<file path="src/hw/rtl/assert_macros.svh">
// assertion helpers shared by the rtl files
`ifndef ASSERT_MACROS_SVH
`define ASSERT_MACROS_SVH
`ifndef SYNTHESIS
`define MEC_ASSERT(name, clk_s, rst_s, prop) \
  name: assert property (@(posedge clk_s) disable iff (rst_s) prop) \
    else $error("assertion failed");
`define MEC_ASSERT_CLK(name, prop) `MEC_ASSERT(name, clk, rst, prop)
`else
`define MEC_ASSERT(name, clk_s, rst_s, prop)
`define MEC_ASSERT_CLK(name, prop)
`endif
`endif

</file>
<file path="src/hw/rtl/mec_pkg.sv">
package mec_pkg;

  // one input beat
  typedef struct packed {
    logic [11:0] column;
    logic [11:0] row;
  } in_t;

  // one result beat
  typedef struct packed {
    logic [20:0] iteration_count;
    logic        escaped;
    logic [51:0] escape_modulus_sq;
  } out_t;

  // point in the complex plane, signed fixed point
  typedef struct packed {
    logic signed [47:0] re;
    logic signed [47:0] im;
  } point_t;

  // register map
  typedef enum logic [1:0] {
    REG_ORIGIN_RE = 2'd0,
    REG_ORIGIN_IM = 2'd1,
    REG_STEP      = 2'd2,
    REG_LIMIT     = 2'd3
  } reg_idx_t;

  localparam logic signed [47:0] ORIGIN_RE_RST = 48'shE000_0000_0000;
  localparam logic signed [47:0] ORIGIN_IM_RST = 48'shF000_0000_0000;
  localparam logic [46:0]        STEP_RST      = 47'd17592186044;
  localparam logic [19:0]        LIMIT_RST     = 20'd256;

  localparam logic signed [47:0] Z_MAX   = 48'sh7FFF_FFFF_FFFF;
  localparam logic signed [47:0] Z_MIN   = 48'sh8000_0000_0000;
  localparam logic [60:0]        PCAP    = 61'h1000_0000_0000_0000;
  localparam logic [51:0]        MOD_MAX = 52'hF_FFFF_FFFF_FFFF;

  // clamp to the signed 48 bit range
  function automatic logic signed [47:0] sat48(input logic signed [63:0] v);
    logic signed [47:0] r;
    if (v > 64'(Z_MAX)) r = Z_MAX;
    else if (v < 64'(Z_MIN)) r = Z_MIN;
    else r = v[47:0];
    return r;
  endfunction

endpackage

</file>
<file path="src/hw/rtl/mec_fifo.sv">
`include "assert_macros.svh"

module mec_fifo (
  input  logic            clk,
  input  logic            rst,
  input  logic            wr_valid,
  output logic            wr_ready,
  input  mec_pkg::point_t wr_data,
  output logic            rd_valid,
  input  logic            rd_ready,
  output mec_pkg::point_t rd_data
);

  localparam int DEPTH = 2;

  mec_pkg::point_t mem [DEPTH];
  logic [1:0]      count;
  logic            wr_ptr;
  logic            rd_ptr;
  logic            push;
  logic            pop;

  assign wr_ready = count != 2'(DEPTH);
  assign rd_valid = count != 2'd0;
  assign rd_data  = mem[rd_ptr];
  assign push     = wr_valid && wr_ready;
  assign pop      = rd_valid && rd_ready;

  // pointers and fill level
  always_ff @(posedge clk) begin
    if (rst) begin
      count  <= 2'd0;
      wr_ptr <= 1'b0;
      rd_ptr <= 1'b0;
    end else begin
      if (push) wr_ptr <= !wr_ptr;
      if (pop) rd_ptr <= !rd_ptr;
      if (push && !pop) count <= count + 2'd1;
      else if (pop && !push) count <= count - 2'd1;
    end
  end

  // storage
  always_ff @(posedge clk) begin
    if (push) mem[wr_ptr] <= wr_data;
  end

  `MEC_ASSERT_CLK(a_fifo_level, count <= 2'(DEPTH))
  `MEC_ASSERT_CLK(a_fifo_fill, (push && !pop) |=> count == $past(count) + 2'd1)

endmodule

</file>
<file path="config.mk">
export PLATFORM = sky130hd
export DESIGN_NAME = mec_fifo
export DESIGN_NICKNAME = d
export VERILOG_FILES = /design/src/hw/rtl/mec_pkg.sv /design/src/hw/rtl/mec_fifo.sv
export VERILOG_INCLUDE_DIRS = /design/src /design/src/hw/rtl
export SDC_FILE = /design/constraint.sdc
export NUM_CORES = 1
export LEC_CHECK = 0
export BUFFER_PORTS_ARGS = -buffer_cell sky130_fd_sc_hd__buf_4
export CORE_MARGIN = 2
export CORE_UTILIZATION = 52
export DETAILED_ROUTE_END_ITERATION = 7
export GPL_ROUTABILITY_DRIVEN = 0
export PLACE_DENSITY = 0.79
export SLEW_MARGIN = 20
export SYNTH_ARGS = -nofsm -noshare
export SYNTH_HDL_FRONTEND = slang
export SYNTH_SLANG_ARGS = --single-unit
</file>
<file path="constraint.sdc">
create_clock -name clk -period 3.9 [get_ports clk]
set_input_delay 0.195 -clock clk [delete_from_list [all_inputs] [get_ports clk]]
set_output_delay 0.195 -clock clk [all_outputs]
set_load 0.02 [all_outputs]
</file>
==> impl_metrics.toml <==
[logic_synthesis]
syn-num-nets = 424
synth_top_area_cell = "edfxtp_1"
postSynthAreaPerCell_sq_um = 22.8
yosysTopAreaCellShare_pct = 78.4
yosys.cell_count.top_type = "edfxtp_1"
postSynthCellCount = 323
synth-async-reset-ratio_pct = 0
synthFlopType = "edfxtp_1"
synth_area_sq_um = 7350
synthTopCellsByArea = "edfxtp_1 78%, mux2_2 8.6%, mux2_4 8.2%"
ys_warn_count = 0
synth-seq-cells = 197
synth_edf_count = 192
yosysSeqAreaShare_pct = 79.8
ys_types = 21
synthTopCellsByCount = "192 x edfxtp_1, 56 x mux2_2, 40 x mux2_4"

[sta]
fin_crit_ns = 2.49
final-max-slew-violation-count = 0
rsz0062_at_grt = "no"
worst_pin_slew_ns = 1.03
finalSetupViolCount = 0
period_share_pct = 63.8
setup_ws_ns = 1.41
fin_setup_tns_ns = 0
whs_ns = 0.0931
max_freq_mhz = 402
hold_viol = 0
slew_headroom_pct = 31.0
fin_skew_ns = 0.0150

[finish]
stdcell_count = 824
fin_nets = 731
postLayoutCellArea_sq_um = 10600
syn_to_final_growth_pct = 43.9
drive_gt1_share_pct = 52.1

[die]
dieArea_sq_um = 15100
fp.coreArea_sq_um = 13800
design.portCount = 198
start_util_pct = 53.2
fp.dieW_um = 123
die_h_um = 123
num_rows = 43

[routing]
routed_wire_length_per_instance_um = 19.6
drtAntennaViolNets = 0
drtPass1Iterations = 4
post_drt_via_cell_ratio = 5.02
drc_errors = 0
vias = 4136
drtIter0Drc = 249
wl_um = 16100

[grt]
grt_max_degree = 79
antenna_found_initial = 0
grt.busiest_layer = "met2"
grt_pass1_vias = 4432
grt_first_pass_wirelength_um = 23800
grt-ovfl-total = 0
grt_use_met1_pct = 24.1
grt_use_total_pct = 21.9
gr-usage-met3_pct = 6.83
met2_usage_pct = 39.3

[pwr]
seqPwrFrac_pct = 42.5
comb_power_share_pct = 30.0
p_int_mw = 4.65
swShare_pct = 29.4
peakVddDrop_mv = 0.425
p_sw_mw = 1.93
p_per_area_nw_per_um2 = 623
p_leak_nw = 4.06
p_clk_share_pct = 27.5

[clocking]
cts_root_buf = "clkbuf_16"
clk_latency_ns = 0.44
cts_sinks = 197
post_cts_resized = 0
cts_tree = "built"
cts_max_level = 4
numCtsBuffers = 17
clk_path_buf_depth = 2
path_clk_slew_ns = 0.07

[setup_path]
crit_fanout = 53
cp.arrival_ns = 2.29
startpoint_type = "register"
crit_type = "reg -> out"
end_kind = "output pin"
crit_required_ns = 3.70
worstReg2RegStart = "count[0]"

[worst_hold_path]
min_path_type = "in -> reg"
hold_start = "wr_valid"

[placed_design]
numPortBuffers = 197
dp_hpwl_um = 8850
dp.cells = 694
placed_cell_area_sq_um = 8980
place_ws_ns = 1.63

[job]
timing.max_cap.violations = 0

[run_status]
outcome = "complete, no violations"
-- critical path, cell delays in order, from the launching register on --
cell	delay, ns
dfxtp_4	0.83
buf_12	0.40
mux2_2	0.42
buf_4	0.17
-- power groups by stage --
| stage | Clock [mW] | Sequential, mW | Combinational (mW) |
|---|---|---|---|
| after floorplan | 0 | 2.76 | 1.29 |
| after global placement | 0 | 2.82 | 1.85 |
| after detailed placement | 0 | 2.84 | 1.88 |
| after CTS | 1.81 | 2.80 | 1.97 |
| after global routing | 1.91 | 2.83 | 2.08 |
| final | 1.81 | 2.80 | 1.98 |
-- final timing paths --
check | endpoint | slack, ns | cells after the start
setup / recovery | rd_data[14] | 1.41 | 3
hold / removal | wr_ptr | 0.09 | 3
setup reg to reg | mem[0][87] | 1.58 | 4
hold reg to reg | register | 0.54 | 2
-- sequential cells by signal, indices dropped and copies added, names as in the netlist, named ones only --
register and cells:
wr_ptr 1, count 2, rd_ptr 1, mem 192
-- layout by cell type (no fill, tap or decap), drive strengths merged, types with 2 or more instances in the layout --
master and instances:
clkinvlp 2, bufinv 3, buf 202, xor2 3, edfxtp 192, a21oi 2
dlygate4sd3 97, inv 7, clkbuf 17, dfxtp 5, o21ai 2, nor2 3
clkinv 4, mux2 96
-- cell type report --
| type | instances | area [sq um] |
|---|---|---|
| Antenna cell | 1 | 2.50 |
| Clock buffer | 17 | 425 |
| Clock inverter | 15 | 194 |
| Fill cell | 741 | 3250 |
| Inverter | 1 | 6.26 |
| Multi-Input combinational cell | 114 | 1360 |
| Sequential cell | 197 | 5870 |
| Tap cell | 180 | 225 |
| Timing Repair Buffer | 299 | 2500 |
-- layer usage --
metal  vias up  wire length, um
met1      2052             5910
met4         0              284
met5         -                0
met3        24             1100
met2       167             8850
li1       1893                -
-- metrics by stage --
stage / utilization (%) / power, mW
6_report: 76.5 / 6.59
5_1_grt: 76.5 / 6.82
4_1_cts: 76.5 / 6.58
3_5_place_dp: 65.0 / 4.72
3_3_place_gp: 65.0 / 4.67
2_1_floorplan: - / 4.04
-- repair_timing --
action                    4_1_cts  5_1_grt
setup buffers                   0        0
hold endpoints to repair      197        0
hold buffers                   97        0
-- cells by family (layout without fill, tap and decap cells) --
logic type / Yosys count / count (layout) / synth area share, %
DFF: 197 / 197 / 79.8
muxes: 96 / 96 / 16.7
buffers and inverters: 12 / 332 / 1.84
and+or+nand+nor: 9 / 9 / 0.681
AOI/OAI and AO/OA: 5 / 5 / 0.409
xor gates and xnor gates: 3 / 3 / 0.358
adders and majority gates: 1 / 1 / 0.170
other: 0 / 1 / 0
(Power assumes the default switching activity.)
