`config.mk`:
```
export PLATFORM = sky130hd
export DESIGN_NAME = mec_front
export DESIGN_NICKNAME = d
export VERILOG_FILES = /design/src/hw/rtl/assert_macros.svh /design/src/hw/rtl/mec_pkg.sv /design/src/hw/rtl/mec_front.sv
export SDC_FILE = /design/constraint.sdc
export NUM_CORES = 2
export LEC_CHECK = 0
export BUFFER_PORTS_ARGS = -buffer_cell sky130_fd_sc_hd__buf_2
export CAP_MARGIN = 30
export CORE_MARGIN = 1.5
export CORE_UTILIZATION = 55
export CTS_BUF_LIST = sky130_fd_sc_hd__clkbuf_8
export DETAILED_ROUTE_END_ITERATION = 10
export GPL_TIMING_DRIVEN = 0
export PLACE_DENSITY = 0.85
export SLEW_MARGIN = 20
export SYNTH_ARGS = -nofsm -noshare
export SYNTH_HDL_FRONTEND = slang
export SYNTH_SLANG_ARGS = --single-unit
export TNS_END_PERCENT = 10
```
`constraint.sdc`:
```
create_clock -name clk -period 9.3 [get_ports clk]
set_input_delay 1.86 -clock clk [delete_from_list [all_inputs] [get_ports clk]]
set_output_delay 1.86 -clock clk [all_outputs]
set_load 0.05 [all_outputs]
```
`src/hw/rtl/assert_macros.svh`:
```
// assertion helpers shared by the rtl files
`ifndef ASSERT_MACROS_SVH
`define ASSERT_MACROS_SVH
`ifndef SYNTHESIS
`define MEC_ASSERT(name, clk_s, rst_s, prop) \
  name: assert property (@(posedge clk_s) disable iff (rst_s) prop) \
    else $error("assertion failed");
`define MEC_ASSERT_CLK(name, prop) `MEC_ASSERT(name, clk, rst, prop)
`else
`define MEC_ASSERT(name, clk_s, rst_s, prop)
`define MEC_ASSERT_CLK(name, prop)
`endif
`endif

```
`src/hw/rtl/mec_pkg.sv`:
```
package mec_pkg;

  // one input beat
  typedef struct packed {
    logic [11:0] column;
    logic [11:0] row;
  } in_t;

  // one result beat
  typedef struct packed {
    logic [20:0] iteration_count;
    logic        escaped;
    logic [51:0] escape_modulus_sq;
  } out_t;

  // point in the complex plane, signed fixed point
  typedef struct packed {
    logic signed [47:0] re;
    logic signed [47:0] im;
  } point_t;

  // register map
  typedef enum logic [1:0] {
    REG_ORIGIN_RE = 2'd0,
    REG_ORIGIN_IM = 2'd1,
    REG_STEP      = 2'd2,
    REG_LIMIT     = 2'd3
  } reg_idx_t;

  localparam logic signed [47:0] ORIGIN_RE_RST = 48'shE000_0000_0000;
  localparam logic signed [47:0] ORIGIN_IM_RST = 48'shF000_0000_0000;
  localparam logic [46:0]        STEP_RST      = 47'd17592186044;
  localparam logic [19:0]        LIMIT_RST     = 20'd256;

  localparam logic signed [47:0] Z_MAX   = 48'sh7FFF_FFFF_FFFF;
  localparam logic signed [47:0] Z_MIN   = 48'sh8000_0000_0000;
  localparam logic [60:0]        PCAP    = 61'h1000_0000_0000_0000;
  localparam logic [51:0]        MOD_MAX = 52'hF_FFFF_FFFF_FFFF;

  // clamp to the signed 48 bit range
  function automatic logic signed [47:0] sat48(input logic signed [63:0] v);
    logic signed [47:0] r;
    if (v > 64'(Z_MAX)) r = Z_MAX;
    else if (v < 64'(Z_MIN)) r = Z_MIN;
    else r = v[47:0];
    return r;
  endfunction

endpackage

```
`src/hw/rtl/mec_front.sv`:
```
module mec_front #(
  parameter int INDEX_BITS = 12
) (
  input  logic               clk,
  input  logic               rst,
  input  logic               in_valid,
  output logic               in_ready,
  input  mec_pkg::in_t       in_data,
  input  logic signed [47:0] origin_re,
  input  logic signed [47:0] origin_im,
  input  logic [46:0]        step_size,
  output logic               c_valid,
  input  logic               c_ready,
  output mec_pkg::point_t    c_data
);

  localparam logic [11:0] IDX_MASK = 12'((64'd1 << INDEX_BITS) - 64'd1);

  logic        s1_valid;
  logic [58:0] prod_re;
  logic [58:0] prod_im;

  // offset stage, holds index times step
  assign in_ready = !s1_valid || c_ready;

  always_ff @(posedge clk) begin
    if (rst) begin
      s1_valid <= 1'b0;
    end else if (in_ready) begin
      s1_valid <= in_valid;
    end
  end

  always_ff @(posedge clk) begin
    if (in_valid && in_ready) begin
      prod_re <= 59'(in_data.column & IDX_MASK) * 59'(step_size);
      prod_im <= 59'(in_data.row & IDX_MASK) * 59'(step_size);
    end
  end

  // add the corner and clamp
  assign c_valid   = s1_valid;
  assign c_data.re = mec_pkg::sat48(64'(origin_re) + $signed({5'd0, prod_re}));
  assign c_data.im = mec_pkg::sat48(64'(origin_im) + $signed({5'd0, prod_im}));

endmodule

```
==> reports/results.ini <==
[run_status]
status = finished clean

[sta]
hold_viol = 0
worst_pin_slew_ns = 1.01
maxSlewViolCount = 0
clock_skew_ns = 0.0114
setup_violations = 0
max_freq_ghz = 0.110
period_needed_ns = 9.08
fin_crit_sh_pct = 97.7
max_slew_margin_pct = 32.8

[routing]
viasPerCell = 5.75
drt-total-wl_um = 125000
first_pass_iters = 8
route.detailed.drc = 0
drtIter0Drc = 3122
vias = 39059
drtAntennaViolNets = 0
wl_per_cell_um = 18.3

[placed_design]
hpwl_um = 107000
gp_congestion = 0.978
portBuffers = 244
dp_cells = 6747

[worst_setup_path]
end_kind = output pin
crit_arrival_ns = 7.22
path_cells = buf_2 > ha_1 > fa_1 > a211oi_1 > o211ai_1 > nand3_1 > a21oi_1 > o2111ai_2 > nor2b_1 > o21ai_1 > a2111oi_0 > a41oi_1 > o2111ai_1 > a41oi_1 > buf_2 > clkbuf_1 > o21ai_1 > buf_2
worst_ep_required_time_ns = 7.44
crit_slowest_cell = a2111oi_0
startpoint_type = input pin
crit_top_cell = buf_2
worst-path-max-fanout = 10
slowest_delay_ns = 0.57
timing_worst_setup_path_type = in2out

[clock_network]
root_buffer = clkbuf_8
postCtsHoldBufs = 0
htree_levels = 4
path_clk_slew_ns = 0.07
cts_buffers = 17
cts.sinks = 119
cts_tree = built
cts_buffer_depth = 2
clock_latency_ns = 0.53

[synthesis]
synthCells = 5431
ys_ff_latch = 119
ys_async_sr_fraction_pct = 0
syn-num-nets = 6818
yosysWarningCount = 0
synth-edff-count = 118
synth_seq_area_share_pct = 7.79
synth_cell_types = 82
synthFlopType = edfxtp_1
synthesis.area_mm2 = 0.0457
synth_area_per_cell_um2 = 8.42

[floorplanning]
core_area_mm2 = 0.0822
die_area_mm2 = 0.0849
die_w_um = 291
start_util_pct = 55.6
pin_count = 269
rows = 105
die-height_um = 291

[finish]
fin_cells = 6792
nets = 7084
syn_to_final_growth_pct = 6.76
drive_gt1_share_pct = 5.83
fin_util_pct = 59.3

[global_route]
grt_overflow = 0
gr-usage-all-layers_pct = 29.7
antenna_found_initial = 26
grt_pass1_vias = 40032
grt_max_degree = 60
grt_pass1_wl_um = 199000

[hold_path]
hold_path.class = reg2reg

[job]
maxCapViolCount = 0

## placed cells by master (no fill, tap or decap), types with 101 or more instances in the layout
master,n
o21ai_0,152
nor2_1,141
ha_1,314
inv_1,1038
fa_1,902
o21bai_1,101
a21oi_1,240
nand2_1,999
and2_1,311
edfxtp_1,118
buf_2,254
clkbuf_1,263
xnor2_1,137
## final cells by class
| cell class | instances | area [um^2] |
|---|---|---|
| inverter | 1035 | 3880 |
| fill | 7114 | 33400 |
| antenna | 12 | 30.0 |
| sequential | 119 | 3560 |
| clock inverter | 15 | 169 |
| clock buffer | 17 | 234 |
| tap | 1070 | 1340 |
| buffer | 303 | 1200 |
| multi-input combinational | 3974 | 37100 |
| timing repair buffer | 247 | 1290 |
## sequential cells by signal, indices dropped and copies added (netlist names)
name / count
c_valid: 1
prod_im: 59
prod_re: 59
## worst max-delay path: cells and delay by family
kind,cells,cell delay (ns)
fa+ha+maj,2,0.67
compound gates,10,2.92
simple gates,2,0.65
buf+inv,4,1.09
## worst paths after layout
path	start	end	slack (ns)	cells past startpoint
setup / recovery	origin_im[0]	c_data[40]	0.22	18
hold / removal	c_valid$_SDFFE_PP0N_	c_valid$_SDFFE_PP0N_	0.52	2
setup reg to reg	c_valid$_SDFFE_PP0N_	prod_im[47]$_DFFE_PP_	8.00	3
hold reg to reg	c_valid$_SDFFE_PP0N_	c_valid$_SDFFE_PP0N_	0.52	2
## cells in the mapped netlist, types with 7 or more instances
| cell type | n | area share (%) |
|---|---|---|
| a2111oi_0 | 7 | 0.13 |
| a211oi_1 | 23 | 0.38 |
| a21o_1 | 91 | 1.5 |
| a21oi_1 | 240 | 2.6 |
| a221oi_1 | 9 | 0.17 |
| a31oi_1 | 20 | 0.27 |
| and2_1 | 312 | 4.3 |
| and3_1 | 12 | 0.16 |
| and4_1 | 10 | 0.19 |
| buf_1 | 18 | 0.15 |
| buf_2 | 10 | 0.11 |
| clkbuf_1 | 271 | 2.2 |
| edfxtp_1 | 118 | 7.8 |
| fa_1 | 902 | 39 |
| ha_1 | 314 | 8.6 |
| inv_1 | 1035 | 8.5 |
| nand2_1 | 999 | 8.2 |
| nand2b_1 | 22 | 0.30 |
| nand3_1 | 56 | 0.61 |
| nand4_1 | 51 | 0.70 |
| nor2_1 | 141 | 1.2 |
| nor2b_1 | 23 | 0.31 |
| nor3_1 | 32 | 0.35 |
| nor4_1 | 12 | 0.16 |
| o2111ai_1 | 8 | 0.15 |
| o211ai_1 | 20 | 0.33 |
| o21a_1 | 27 | 0.44 |
| o21ai_0 | 152 | 1.7 |
| o21ai_1 | 32 | 0.35 |
| o21bai_1 | 101 | 1.7 |
| o31ai_1 | 14 | 0.23 |
| or2_2 | 7 | 0.096 |
| or3_1 | 10 | 0.14 |
| xnor2_1 | 137 | 2.6 |
| xor2_1 | 72 | 1.4 |
## kinds of logic after synthesis
kind of cell             Yosys count  share of synthesized area (%)
multiplexers                       4                         0.0876
AND/OR/NAND/NOR                 1708                           17.0
buffers and inverters           1338                           11.1
AO/OA/AOI/OAI                    837                           11.9
XOR/XNOR                         209                           4.00
flip-flops                       119                           7.79
adder cells (fa/ha/maj)         1216                           48.1
## metal layers
layer	vias to the layer above	wire length, um	GRT usage [%]	part of all wire, %
met3	479	13900	9.00	11
met2	1877	59100	48.9	47
met1	19229	45800	36.4	37
met4	28	5520	12.2	4.4
met5	-	174	0	0.14
li1	17446	-	-	-
## per-stage QoR
step / TNS [ns] / setup WS, ns / instance area (um^2) / hold WS [ns]
finish: 0 / 0.217 / 48800 / 0.522
global route: -0.0142 / -0.0142 / 48800 / 0.544
CTS: 0 / 0.153 / 48700 / 0.525
detailed placement: -0.426 / -0.351 / 48300 / 0.513
global placement: -0.423 / -0.384 / 48300 / 0.485
floorplan: 0 / 1.20 / 45700 / 1.11
## timing repair
action,4_1_cts,5_1_grt
resized for setup,0,22
setup buffers,0,0
setup endpoints to repair,0,15
Power is not shown: default switching activity piles up to over one toggle a cycle in this logic, so the estimate is an artifact.
